$ cat config.mk
export PLATFORM = sky130hd
export DESIGN_NAME = escape_key_decoder_cursor
export DESIGN_NICKNAME = d
export VERILOG_FILES = /design/src/design/ekd_pkg.sv /design/src/design/ekd_parse.sv /design/src/design/ekd_queue.sv /design/src/design/ekd_cursor.sv /design/src/design/escape_key_decoder_cursor.sv
export SDC_FILE = /design/constraint.sdc
export NUM_CORES = 1
export LEC_CHECK = 0
export BUFFER_PORTS_ARGS = -buffer_cell sky130_fd_sc_hd__buf_4
export CAP_MARGIN = 30
export CORE_MARGIN = 5
export CORE_UTILIZATION = 55
export CTS_CLUSTER_DIAMETER = 80
export DETAILED_ROUTE_END_ITERATION = 6
export GPL_TIMING_DRIVEN = 0
export PLACE_DENSITY = 0.83
export RECOVER_POWER = 100
export SLEW_MARGIN = 20
export SYNTH_ARGS = -nofsm -noshare
export SYNTH_HDL_FRONTEND = slang
export SYNTH_SLANG_ARGS = --single-unit
$ cat constraint.sdc
create_clock -name clk -period 3.6 [get_ports clk]
set_clock_uncertainty 0.2 [all_clocks]
set_input_delay 0.18 -clock clk [delete_from_list [all_inputs] [get_ports clk]]
set_output_delay 0.18 -clock clk [all_outputs]
set_load 0.02 [all_outputs]
$ cat src/design/ekd_pkg.sv
`default_nettype none

package ekd_pkg;

  // key codes carried through the queue and on the result channel
  localparam int KEY_W = 9;
  typedef logic [KEY_W-1:0] key_t;

  localparam key_t K_ESC   = 9'd27;
  localparam key_t K_QUIT  = 9'd17;
  localparam key_t K_UP    = 9'd256;
  localparam key_t K_DOWN  = 9'd257;
  localparam key_t K_LEFT  = 9'd258;
  localparam key_t K_RIGHT = 9'd259;
  localparam key_t K_PGUP  = 9'd260;
  localparam key_t K_PGDN  = 9'd261;
  localparam key_t K_HOME  = 9'd262;
  localparam key_t K_END   = 9'd263;

  // screen size registers
  localparam int DIM_W = 9;
  localparam logic [DIM_W-1:0] MAX_DIM       = 9'd256;
  localparam logic [DIM_W-1:0] COLS_RESET    = 9'd80;
  localparam logic [DIM_W-1:0] ROWS_RESET    = 9'd24;
  localparam logic             REG_COLS      = 1'b0;
  localparam logic             REG_ROWS      = 1'b1;

  // key queue between parser and cursor unit (power of two depth)
  localparam int Q_DEPTH = 2;
  localparam int Q_AW    = $clog2(Q_DEPTH);
  localparam int Q_CW    = $clog2(Q_DEPTH + 1);

  // parser phases
  typedef enum logic [1:0] {
    PH_IDLE,
    PH_ESC,
    PH_PREFIX,
    PH_DIGIT
  } phase_t;

  // decoded key handed from the parser to the queue
  typedef struct packed {
    logic valid;
    key_t key;
  } key_push_t;

endpackage

`default_nettype wire

$ cat src/design/ekd_parse.sv
`default_nettype none

module ekd_parse
  import ekd_pkg::*;
(
  input  wire logic       clk,
  input  wire logic       rst,
  input  wire logic       s_tvalid,
  output logic            s_tready,
  input  wire logic [7:0] s_tdata,   // in_byte
  input  wire logic [0:0] s_tuser,   // is_timeout
  input  wire logic       q_full,
  output key_push_t       push
);

  localparam logic [7:0] CH_ESC   = 8'h1b;
  localparam logic [7:0] CH_BRACK = 8'h5b;
  localparam logic [7:0] CH_O     = 8'h4f;
  localparam logic [7:0] CH_TILDE = 8'h7e;
  localparam logic [7:0] CH_ZERO  = 8'h30;
  localparam logic [7:0] CH_NINE  = 8'h39;
  localparam logic [7:0] CH_H     = 8'h48;
  localparam logic [7:0] CH_F     = 8'h46;

  phase_t     phase, phase_next;
  logic [7:0] prefix, prefix_next;
  logic [7:0] digit, digit_next;
  logic       acc;
  logic       tmo;
  logic [7:0] b;

  // letter after the CSI or SS3 prefix
  function automatic key_t decode_letter(input logic [7:0] c);
    key_t k;
    unique case (c)
      8'h41:   k = K_UP;
      8'h42:   k = K_DOWN;
      8'h43:   k = K_RIGHT;
      8'h44:   k = K_LEFT;
      8'h48:   k = K_HOME;
      8'h46:   k = K_END;
      default: k = K_ESC;
    endcase
    return k;
  endfunction

  // digit of a tilde sequence
  function automatic key_t decode_tilde(input logic [7:0] d);
    key_t k;
    unique case (d)
      8'h31, 8'h37: k = K_HOME;
      8'h34, 8'h38: k = K_END;
      8'h35:        k = K_PGUP;
      8'h36:        k = K_PGDN;
      default:      k = K_ESC;
    endcase
    return k;
  endfunction

  assign s_tready = !q_full;
  assign acc      = s_tvalid && s_tready;
  assign tmo      = s_tuser[0];
  assign b        = s_tdata;

  // parser state
  always_ff @(posedge clk) begin
    if (rst) begin
      phase  <= PH_IDLE;
      prefix <= '0;
      digit  <= '0;
    end else begin
      phase  <= phase_next;
      prefix <= prefix_next;
      digit  <= digit_next;
    end
  end

  // next phase and decoded key
  always_comb begin
    phase_next  = phase;
    prefix_next = prefix;
    digit_next  = digit;
    push.valid  = 1'b0;
    push.key    = K_ESC;
    if (acc) begin
      unique case (phase)
        PH_IDLE: begin
          if (!tmo) begin
            if (b == CH_ESC) begin
              phase_next = PH_ESC;
            end else begin
              push.valid = 1'b1;
              push.key   = {1'b0, b};
            end
          end
        end
        PH_ESC: begin
          if (tmo) begin
            push.valid = 1'b1;
            phase_next = PH_IDLE;
          end else begin
            prefix_next = b;
            phase_next  = PH_PREFIX;
          end
        end
        PH_PREFIX: begin
          if (tmo) begin
            push.valid = 1'b1;
            phase_next = PH_IDLE;
          end else if (prefix == CH_BRACK && b >= CH_ZERO && b <= CH_NINE) begin
            digit_next = b;
            phase_next = PH_DIGIT;
          end else begin
            if (prefix == CH_BRACK) begin
              push.key = decode_letter(b);
            end else if (prefix == CH_O && (b == CH_H || b == CH_F)) begin
              push.key = decode_letter(b);
            end
            push.valid = 1'b1;
            phase_next = PH_IDLE;
          end
        end
        PH_DIGIT: begin
          if (!tmo && b == CH_TILDE) begin
            push.key = decode_tilde(digit);
          end
          push.valid = 1'b1;
          phase_next = PH_IDLE;
        end
        default: begin
          phase_next = PH_IDLE;
        end
      endcase
    end
  end

  // a timeout inside a sequence always ends it with a key
  a_tmo_emits: assert property (@(posedge clk) disable iff (rst)
    (acc && tmo && phase != PH_IDLE) |-> (push.valid && push.key == K_ESC))
    else $error("timeout inside a sequence gave no escape key");

  // a tilde sequence never outlasts its fourth byte
  a_digit_ends: assert property (@(posedge clk) disable iff (rst)
    (acc && phase == PH_DIGIT) |=> (phase == PH_IDLE))
    else $error("parser stuck after digit");

endmodule

`default_nettype wire

$ cat src/design/ekd_queue.sv
`default_nettype none

module ekd_queue
  import ekd_pkg::*;
(
  input  wire logic      clk,
  input  wire logic      rst,
  input  wire key_push_t push,
  output logic           full,
  output logic           q_valid,
  output key_t           q_key,
  input  wire logic      pop
);

  key_t            entry [Q_DEPTH];
  logic [Q_AW-1:0] wptr;
  logic [Q_AW-1:0] rptr;
  logic [Q_CW-1:0] count;
  logic            do_push;
  logic            do_pop;

  assign full    = (count == Q_CW'(Q_DEPTH));
  assign q_valid = (count != '0);
  assign q_key   = entry[rptr];
  assign do_push = push.valid && !full;
  assign do_pop  = pop && q_valid;

  // storage, pointers wrap naturally since the depth is a power of two
  always_ff @(posedge clk) begin
    if (do_push) begin
      entry[wptr] <= push.key;
    end
  end

  always_ff @(posedge clk) begin
    if (rst) begin
      wptr  <= '0;
      rptr  <= '0;
      count <= '0;
    end else begin
      if (do_push) begin
        wptr <= wptr + 1'b1;
      end
      if (do_pop) begin
        rptr <= rptr + 1'b1;
      end
      if (do_push && !do_pop) begin
        count <= count + 1'b1;
      end else if (do_pop && !do_push) begin
        count <= count - 1'b1;
      end
    end
  end

  // no key may be dropped at a full queue
  a_no_overflow: assert property (@(posedge clk) disable iff (rst)
    push.valid |-> !full)
    else $error("key pushed into full queue");

endmodule

`default_nettype wire

$ cat src/design/ekd_cursor.sv
`default_nettype none

module ekd_cursor
  import ekd_pkg::*;
(
  input  wire logic             clk,
  input  wire logic             rst,
  input  wire logic [DIM_W-1:0] screen_cols,
  input  wire logic [DIM_W-1:0] screen_rows,
  input  wire logic             q_valid,
  input  wire key_t             q_key,
  output logic                  pop,
  output logic                  m_tvalid,
  input  wire logic             m_tready,
  output logic [31:0]           m_tdata,   // key_code, cursor_col, cursor_row, zero fill
  output logic [0:0]            m_tuser    // quit_request
);

  logic [7:0]       col, col_next;
  logic [7:0]       row, row_next;
  logic [DIM_W-1:0] eff_cols;
  logic [DIM_W-1:0] eff_rows;
  logic [7:0]       last_col;
  logic [7:0]       last_row;
  key_t             out_key;
  logic [7:0]       out_col;
  logic [7:0]       out_row;
  logic             out_quit;

  // screen size clamped to one through the maximum
  always_comb begin
    eff_cols = screen_cols;
    eff_rows = screen_rows;
    if (screen_cols == '0) eff_cols = DIM_W'(1);
    if (screen_cols > MAX_DIM) eff_cols = MAX_DIM;
    if (screen_rows == '0) eff_rows = DIM_W'(1);
    if (screen_rows > MAX_DIM) eff_rows = MAX_DIM;
  end

  assign last_col = 8'(eff_cols - DIM_W'(1));
  assign last_row = 8'(eff_rows - DIM_W'(1));

  // output register takes a new key whenever it is empty or drained
  assign pop = q_valid && (!m_tvalid || m_tready);

  // cursor move for the key at the queue head
  always_comb begin
    col_next = col;
    row_next = row;
    unique case (q_key)
      K_UP:    if (row != '0) row_next = row - 8'd1;
      K_DOWN:  if (row < last_row) row_next = row + 8'd1;
      K_LEFT:  if (col != '0) col_next = col - 8'd1;
      K_RIGHT: if (col < last_col) col_next = col + 8'd1;
      K_PGUP:  row_next = ({1'b0, row} > eff_rows) ? 8'(row - eff_rows[7:0]) : 8'd0;
      K_PGDN:  if (row < last_row) row_next = last_row;
      K_HOME:  col_next = 8'd0;
      K_END:   col_next = last_col;
      default: ;
    endcase
  end

  // cursor and result registers
  always_ff @(posedge clk) begin
    if (rst) begin
      col      <= '0;
      row      <= '0;
      m_tvalid <= 1'b0;
    end else begin
      if (pop) begin
        col      <= col_next;
        row      <= row_next;
        m_tvalid <= 1'b1;
      end else if (m_tready) begin
        m_tvalid <= 1'b0;
      end
    end
  end

  always_ff @(posedge clk) begin
    if (pop) begin
      out_key  <= q_key;
      out_col  <= col_next;
      out_row  <= row_next;
      out_quit <= (q_key == K_QUIT);
    end
  end

  assign m_tdata = {7'd0, out_row, out_col, out_key};
  assign m_tuser = out_quit;

  // ctrl-q leaves the cursor where it was
  a_quit_holds: assert property (@(posedge clk) disable iff (rst)
    (pop && q_key == K_QUIT) |=> (col == $past(col) && row == $past(row)))
    else $error("quit key moved the cursor");

  // a result shows the cursor as it now stands
  a_result_cursor: assert property (@(posedge clk) disable iff (rst)
    pop |=> (out_col == col && out_row == row))
    else $error("result cursor differs from cursor state");

endmodule

`default_nettype wire

$ cat src/design/escape_key_decoder_cursor.sv
// channel  | dir | signals                      | payload
// ---------+-----+------------------------------+------------------------------------------
// s_axis   | in  | s_tvalid s_tready s_tdata/user| tdata: in_byte; tuser: is_timeout
// m_axis   | out | m_tvalid m_tready m_tdata/user| tdata: key_code, cursor_col, cursor_row
//          |     |                              | tuser: quit_request
// cfg      | in  | cfg_we cfg_index cfg_wdata   | 0 screen_cols, 1 screen_rows
//
// one input transfer per cycle while the key queue has room; a decoded key passes from the
// parser into the key queue and then from the cursor unit into the output register
// rst is synchronous: parser idle, cursor at 0,0, screen 80 by 24, queue empty
// s_tready drops only when the two-entry key queue is full; m_tready low stalls the
// cursor unit while the parser keeps taking bytes until the queue fills
`default_nettype none

module escape_key_decoder_cursor
  import ekd_pkg::*;
(
  input  wire logic             clk,
  input  wire logic             rst,
  input  wire logic             s_tvalid,
  output logic                  s_tready,
  input  wire logic [7:0]       s_tdata,   // in_byte
  input  wire logic [0:0]       s_tuser,   // is_timeout
  output logic                  m_tvalid,
  input  wire logic             m_tready,
  output logic [31:0]           m_tdata,   // key_code, cursor_col, cursor_row, zero fill
  output logic [0:0]            m_tuser,   // quit_request
  input  wire logic             cfg_we,
  input  wire logic             cfg_index,
  input  wire logic [DIM_W-1:0] cfg_wdata
);

  logic [DIM_W-1:0] screen_cols;
  logic [DIM_W-1:0] screen_rows;
  key_push_t        push;
  logic             q_full;
  logic             q_valid;
  key_t             q_key;
  logic             pop;

  // screen size registers
  always_ff @(posedge clk) begin
    if (rst) begin
      screen_cols <= COLS_RESET;
      screen_rows <= ROWS_RESET;
    end else if (cfg_we) begin
      unique case (cfg_index)
        REG_COLS: screen_cols <= cfg_wdata;
        REG_ROWS: screen_rows <= cfg_wdata;
        default:  ;
      endcase
    end
  end

  ekd_parse u_parse (
    .clk      (clk),
    .rst      (rst),
    .s_tvalid (s_tvalid),
    .s_tready (s_tready),
    .s_tdata  (s_tdata),
    .s_tuser  (s_tuser),
    .q_full   (q_full),
    .push     (push)
  );

  ekd_queue u_queue (
    .clk     (clk),
    .rst     (rst),
    .push    (push),
    .full    (q_full),
    .q_valid (q_valid),
    .q_key   (q_key),
    .pop     (pop)
  );

  ekd_cursor u_cursor (
    .clk         (clk),
    .rst         (rst),
    .screen_cols (screen_cols),
    .screen_rows (screen_rows),
    .q_valid     (q_valid),
    .q_key       (q_key),
    .pop         (pop),
    .m_tvalid    (m_tvalid),
    .m_tready    (m_tready),
    .m_tdata     (m_tdata),
    .m_tuser     (m_tuser)
  );

endmodule

`default_nettype wire

### Word level (Yosys, flattened, before mapping)

Memory sizes are Yosys's and may differ from the RTL's. A register that Yosys moved wholly into a read port is not among the register bits.
Cells that the tools add are included.

* logic and storage cells: 139
* output and inout port bits: 35
* memories kept: 1
* register bits: 83
* memory bits (writable): 18

Memories
* u_queue.entry: depth 2, width 9, rd ports 1, clocked after Yosys merged registers in 1, write ports 1, line ekd_queue.sv:15 `key_t entry [Q_DEPTH];`

* equality and inequality tests: 31
* reduce and logical (&&, ||, !) cells: 32
* bitwise logic cells: 2
* multiplexer cells: 40
* $add $sub $neg: 11
* $lt $le $gt $ge: 7

Operators with widths (count)
* equality test 8 x 7 -> 1 bit, second input constant: 9
* equality test 9 bit, second input constant: 8
* 2-to-1 mux 8 bit: 8
* case mux 8 bit (4 select lines): 2
* 2-to-1 mux 9 bit: 6
* case mux 9 bit (6 select lines): 1
* equality test 8 x 6 -> 1 bit, second input constant: 6
* 2-to-1 mux 10 bit: 4
* case mux 9 bit (4 select lines): 1
* subtractor 8 x 1 -> 8 bit, second input constant: 4
* case mux 9 bit (3 select lines): 1
* > comparator 9 bit, second input constant: 2
* logical NOT 9 bit: 2
* adder 8 x 1 -> 8 bit, second input constant: 2
* less-than comparator 8 bit: 2
* nonzero test 8 bit: 2
* 2-to-1 mux 2 bit: 7
* logical AND 1 bit: 10
* equality test 9 x 5 -> 1 bit, second input constant: 1
* > comparator 8 x 9 -> 1 bit: 1
* equality test 8 x 5 -> 1 bit, second input constant: 1
* >= comparator 8 x 6 -> 1 bit, second input constant: 1
* <= comparator 8 x 6 -> 1 bit, second input constant: 1
* 2-to-1 mux 1 bit: 8
* other kinds (19): 33

### Longest topological paths before layout

* depth in word-level cells: 14
* gate-level depth with buffers: 17
* depth with buffers taken out: 15

### Modules after synthesis

A second synthesis with hierarchy kept.

* cells, all modules: 753
* area, all modules: 6819.0 um^2

By module, submodules not included
* ekd_cursor: sequential area each 1121.1 um^2, area an instance 3936.3 um^2, instances 1, cells an instance 471
* ekd_parse: sequential area each 360.3 um^2, area an instance 1217.4 um^2, instances 1, cells an instance 155
* ekd_queue: sequential area each 640.6 um^2, area an instance 867.1 um^2, instances 1, cells an instance 53
* escape_key_decoder_cursor: sequential area each 360.3 um^2, area an instance 798.3 um^2, instances 1, cells an instance 74

### Least setup slack after synthesis

Ideal clock, no wire load.

* path type: reg2reg
* start: register screen_cols[4]
* end: register u_cursor.out_col[6], data pin
* arrival: 3.250 ns
* data required time: 3.129 ns
* stages on the path, launching flop included: 15
* setup time: 0.271 ns
* path slack: -0.121 ns
* buffers on the path: 0
* period minus slack after synthesis: 3.721 ns
* cell sequence: dfxtp_1 or4_4 nor4_1 o21bai_1 ha_1 nor3b_1 a221oi_1 ha_1 o21ai_0 o221ai_1 a21oi_2 and4_4 a21oi_1 nor2_1 a21oi_1

* cells in the longest elaborated chain, start to end: 7

RTL lines
* start, declared: line escape_key_decoder_cursor.sv:33 `logic [DIM_W-1:0] screen_cols;`
* start signal, assigned: line escape_key_decoder_cursor.sv:48 `REG_COLS: screen_cols <= cfg_wdata;`
* branches (longest 2 deep; another with > comparator 9 bit)
* 2-to-1 mux 8 bit *: line ekd_cursor.sv:35 `if (screen_cols > MAX_DIM) eff_cols = MAX_DIM;`
* subtractor 8 x 1 -> 8 bit *: line ekd_cursor.sv:40 `assign last_col = 8'(eff_cols - DIM_W'(1));`
* less-than comparator 8 bit: line ekd_cursor.sv:54 `K_RIGHT: if (col < last_col) col_next = col + 8'd1;`
* 2-to-1 mux 8 bit: line ekd_cursor.sv:54
* case mux 8 bit (4 select lines) *: line ekd_cursor.sv:50 `unique case (q_key)`
* named net u_cursor.col_next[6]: line ekd_cursor.sv:19 `logic [7:0] col, col_next;`
* end signal, assigned: line ekd_cursor.sv:83 `out_col <= col_next;`
* end, declared: line ekd_cursor.sv:26 `logic [7:0] out_col;`

Mark *: on every way through the listed nets, which the timed path passes.
A chain may end at the register's enable or synchronous reset.

### Worst setup path in the final report

* start: register screen_cols[5]
* end: register u_cursor.out_col[6], data pin

Same word-level chain as after synthesis.

==> results.md <==
* Area Growth Syn to Fin at 22.5%
* RSZ-0062 raised after global routing: true
* Vias in the first global route at 5669
* Reg2reg start: screen_cols[5]$_SDFFE_PP0P_
* Mean Syn Cell Area at around 9 um2
* Routability cong. at 0.950
* Worst setup margin at -0.208 ns
* Post-DP HPWL at about 12000 um
* Gr usage total at 24.4%
* # IOs at slightly below 60
* CTS tree: done
* FFs w/ async S/R, synth at 0%
* Violated checks: design-rule violations, negative setup slack
* Drt wl/cell at 17.7 um
* Arr. time, crit path at about 3.7 ns
* Pin count of the biggest net entering global routing at 36
* CTS buffer count at 9
* Setup TNS at -1.44 ns
* Distinct cells, synth at 86
* Tcrit/Tclk final at 106%
* Reg area at around 2500 um2
* Hold_ws at 0.0323 ns
* CTS H-tree lvls at 3
* Outcome: finished with violations
* Static Leak at 3.02 nW
* Layout fillers at 920
* Rows at 40
* Most common cell after layout, fill and taps aside: nor2_1
* CP max FO at 5
* Startpoint types: register
* Max-cap violations at 0
* Synthesis-stage register bit count at 102
* Die Wd at 120 um
* CP startpoint: screen_cols[5]$_SDFFE_PP0P_
* Die ar. at 14400 um2
* Post-synthesis sequential area ratio at 37.4%
* EDFF count, synth at 44
* Via/cell ratio at 6.19
* Initial antenna violation count at 0
* Min-Delay Path Class: in2reg
* Setup CP Type: reg2reg
* Count of final setup violators at 13
* Syn. warnings at 0
* Remaining DRCs at 2
* Core ar. at 11900 um2
* Die H at 120 um
* Most frequent cells in the layout: nor2_1, nand2_1, buf_4
* Clk Latency, worst-skew pair at 0.37 ns
* NumNets Final at about 900
* N_diodes at 0
* Syn Std Cell Area at 6640 um2
* VDD IR max at about 380 uV
* Vias at 6266
* Clk slew on worst S/H paths at 0.07 ns
* Slew margin rel. at 43.0%
* Area of the multi-input gates at 4150 um2
* Buffers added on ports at 50
* Synth Instances at 757
* Root buf cell: clkbuf_16
* DRT Wirelength at between 15000 and 20000 um
* Hold Vio Cnt, Final at 0
* CP Data Required Time at 3.50 ns
* Crit end category: register
* Share of layout cells above drive strength 1 at 20.8%
* Peak Freq at 263 MHz
* DR iter-0 viols at 684
* Starting Density at 55.7%
* CTS Sinks at 102
* Final slew viol count at 0
* Final Critical Period at 3.81 ns
* Worst-Margin Slew at around 0.85 ns
* Worst Min Path Start: rst
* DRT antenna net count at 0
* Grt total ovfl at 0
* Drt first pass iters at 7
* Place WS at -0.701 ns
* Power density over cell area at 527 nW/um2
* Prevailing post-synth register cell: dfxtp_1
* Clock Tree Buf Depth at 2
* First-pass GRT wire length at 28200 um
## cell usage after synthesis (13+ instances only)
cell type / count / area share, %
a21oi_1: 57 / 4.3
clkbuf_1: 27 / 1.5
dfxtp_1: 58 / 17
edfxtp_1: 44 / 20
ha_1: 32 / 6.0
inv_1: 26 / 1.5
mux2i_1: 18 / 2.7
nand2_1: 77 / 4.4
nand2b_1: 15 / 1.4
nand3_1: 18 / 1.4
nor2_1: 87 / 4.9
nor3_1: 20 / 1.5
o21ai_0: 25 / 1.9
xnor2_1: 13 / 1.7
## critical path, cell delays in order, from the launching register on
cell and delay (ns):
dfxtp_2 0.33, or4_4 0.55, nor4_4 0.17, o21bai_1 0.14, ha_2 0.22, nor3b_4 0.17, o31a_1 0.32, ha_1 0.30
nand4_1 0.13, o221ai_2 0.24, a21oi_4 0.07, buf_6 0.13, and4_4 0.19, a31o_1 0.22, a21oi_1 0.12, a21oi_1 0.05
## timing repair
action / CTS / global route
gates resized for setup: 29 / 35
setup endpoints to repair: 32 / 32
endpoints found under the hold margin: 24 / 0
pin swaps: 17 / 24
buffers inserted: 12 / 12
hold buffers: 14 / 0
## power by group
part           switching [mW]  internal (mW)
logic                    1.02          0.677
clock network           0.466          0.542
registers               0.121           1.46
total                    1.61           2.68
## routing by layer
metal	share of wire, %	routed length (um)	up-vias	track usage (%)
met3	8.3	1490	48	5.33
met1	43	7670	2922	32.6
met5	0	0	-	0
met2	46	8260	319	38.5
met4	3.0	535	0	10.0
li1	-	-	2977	-
## area by class of cell
type / instances / area share [%]
Clock buffer: 11 / 3.25
Clock inverter: 5 / 0.554
Inverter: 26 / 1.20
Buffer: 43 / 2.62
Timing Repair Buffer: 88 / 8.42
Sequential cell: 102 / 30.7
Multi-Input combinational cell: 591 / 51.0
Tap cell: 147 / 2.26
## sequential cells by signal (all words and copies together), names as in the netlist, 2 cells and up, named ones only
signal	cells
u_parse.prefix	8
screen_cols	9
screen_rows	9
u_cursor.col	8
u_cursor.row	8
u_parse.digit	8
u_parse.phase	2
u_queue.count	2
u_cursor.out_row	8
u_queue.entry	18
u_cursor.out_col	8
u_cursor.out_key	9
## through the flow
| stage | power, mW | cells | util (%) | cell area, um2 |
|---|---|---|---|---|
| 2_1_floorplan | 2.63 | 763 | - | 6690 |
| 3_3_place_gp | 3.10 | 960 | 60.8 | 7240 |
| 3_5_place_dp | 3.11 | 960 | 60.8 | 7240 |
| 4_1_cts | 4.18 | 1001 | 66.4 | 7910 |
| 5_1_grt | 4.48 | 1013 | 68.3 | 8130 |
| 6_report | 4.28 | 1013 | 68.3 | 8130 |
## path summary, 6_finish.rpt
path	end	slack, ns	depth (start not counted)
max	u_cursor.out_col[6]$_DFFE_PP_	-0.21	15
min	screen_cols[1]$_SDFFE_PP0P_	0.03	2
max reg2reg	u_cursor.out_col[6]$_DFFE_PP_	-0.21	15
min reg2reg	u_parse.digit[7]$_SDFFE_PP0P_	0.27	1
## logic make-up after synthesis
kind of cell             after synthesis  synth area share [%]
XOR/XNOR                              24                  3.17
multiplexers                          24                  3.73
AO/OA/AOI/OAI                        197                  20.8
buffers and inverters                 70                  4.68
flip-flops                           102                  37.4
AND/OR/NAND/NOR                      306                  23.8
adder cells (fa/ha/maj)               33                  6.33
other                                  1                0.0565
(Power assumes the default switching activity.)
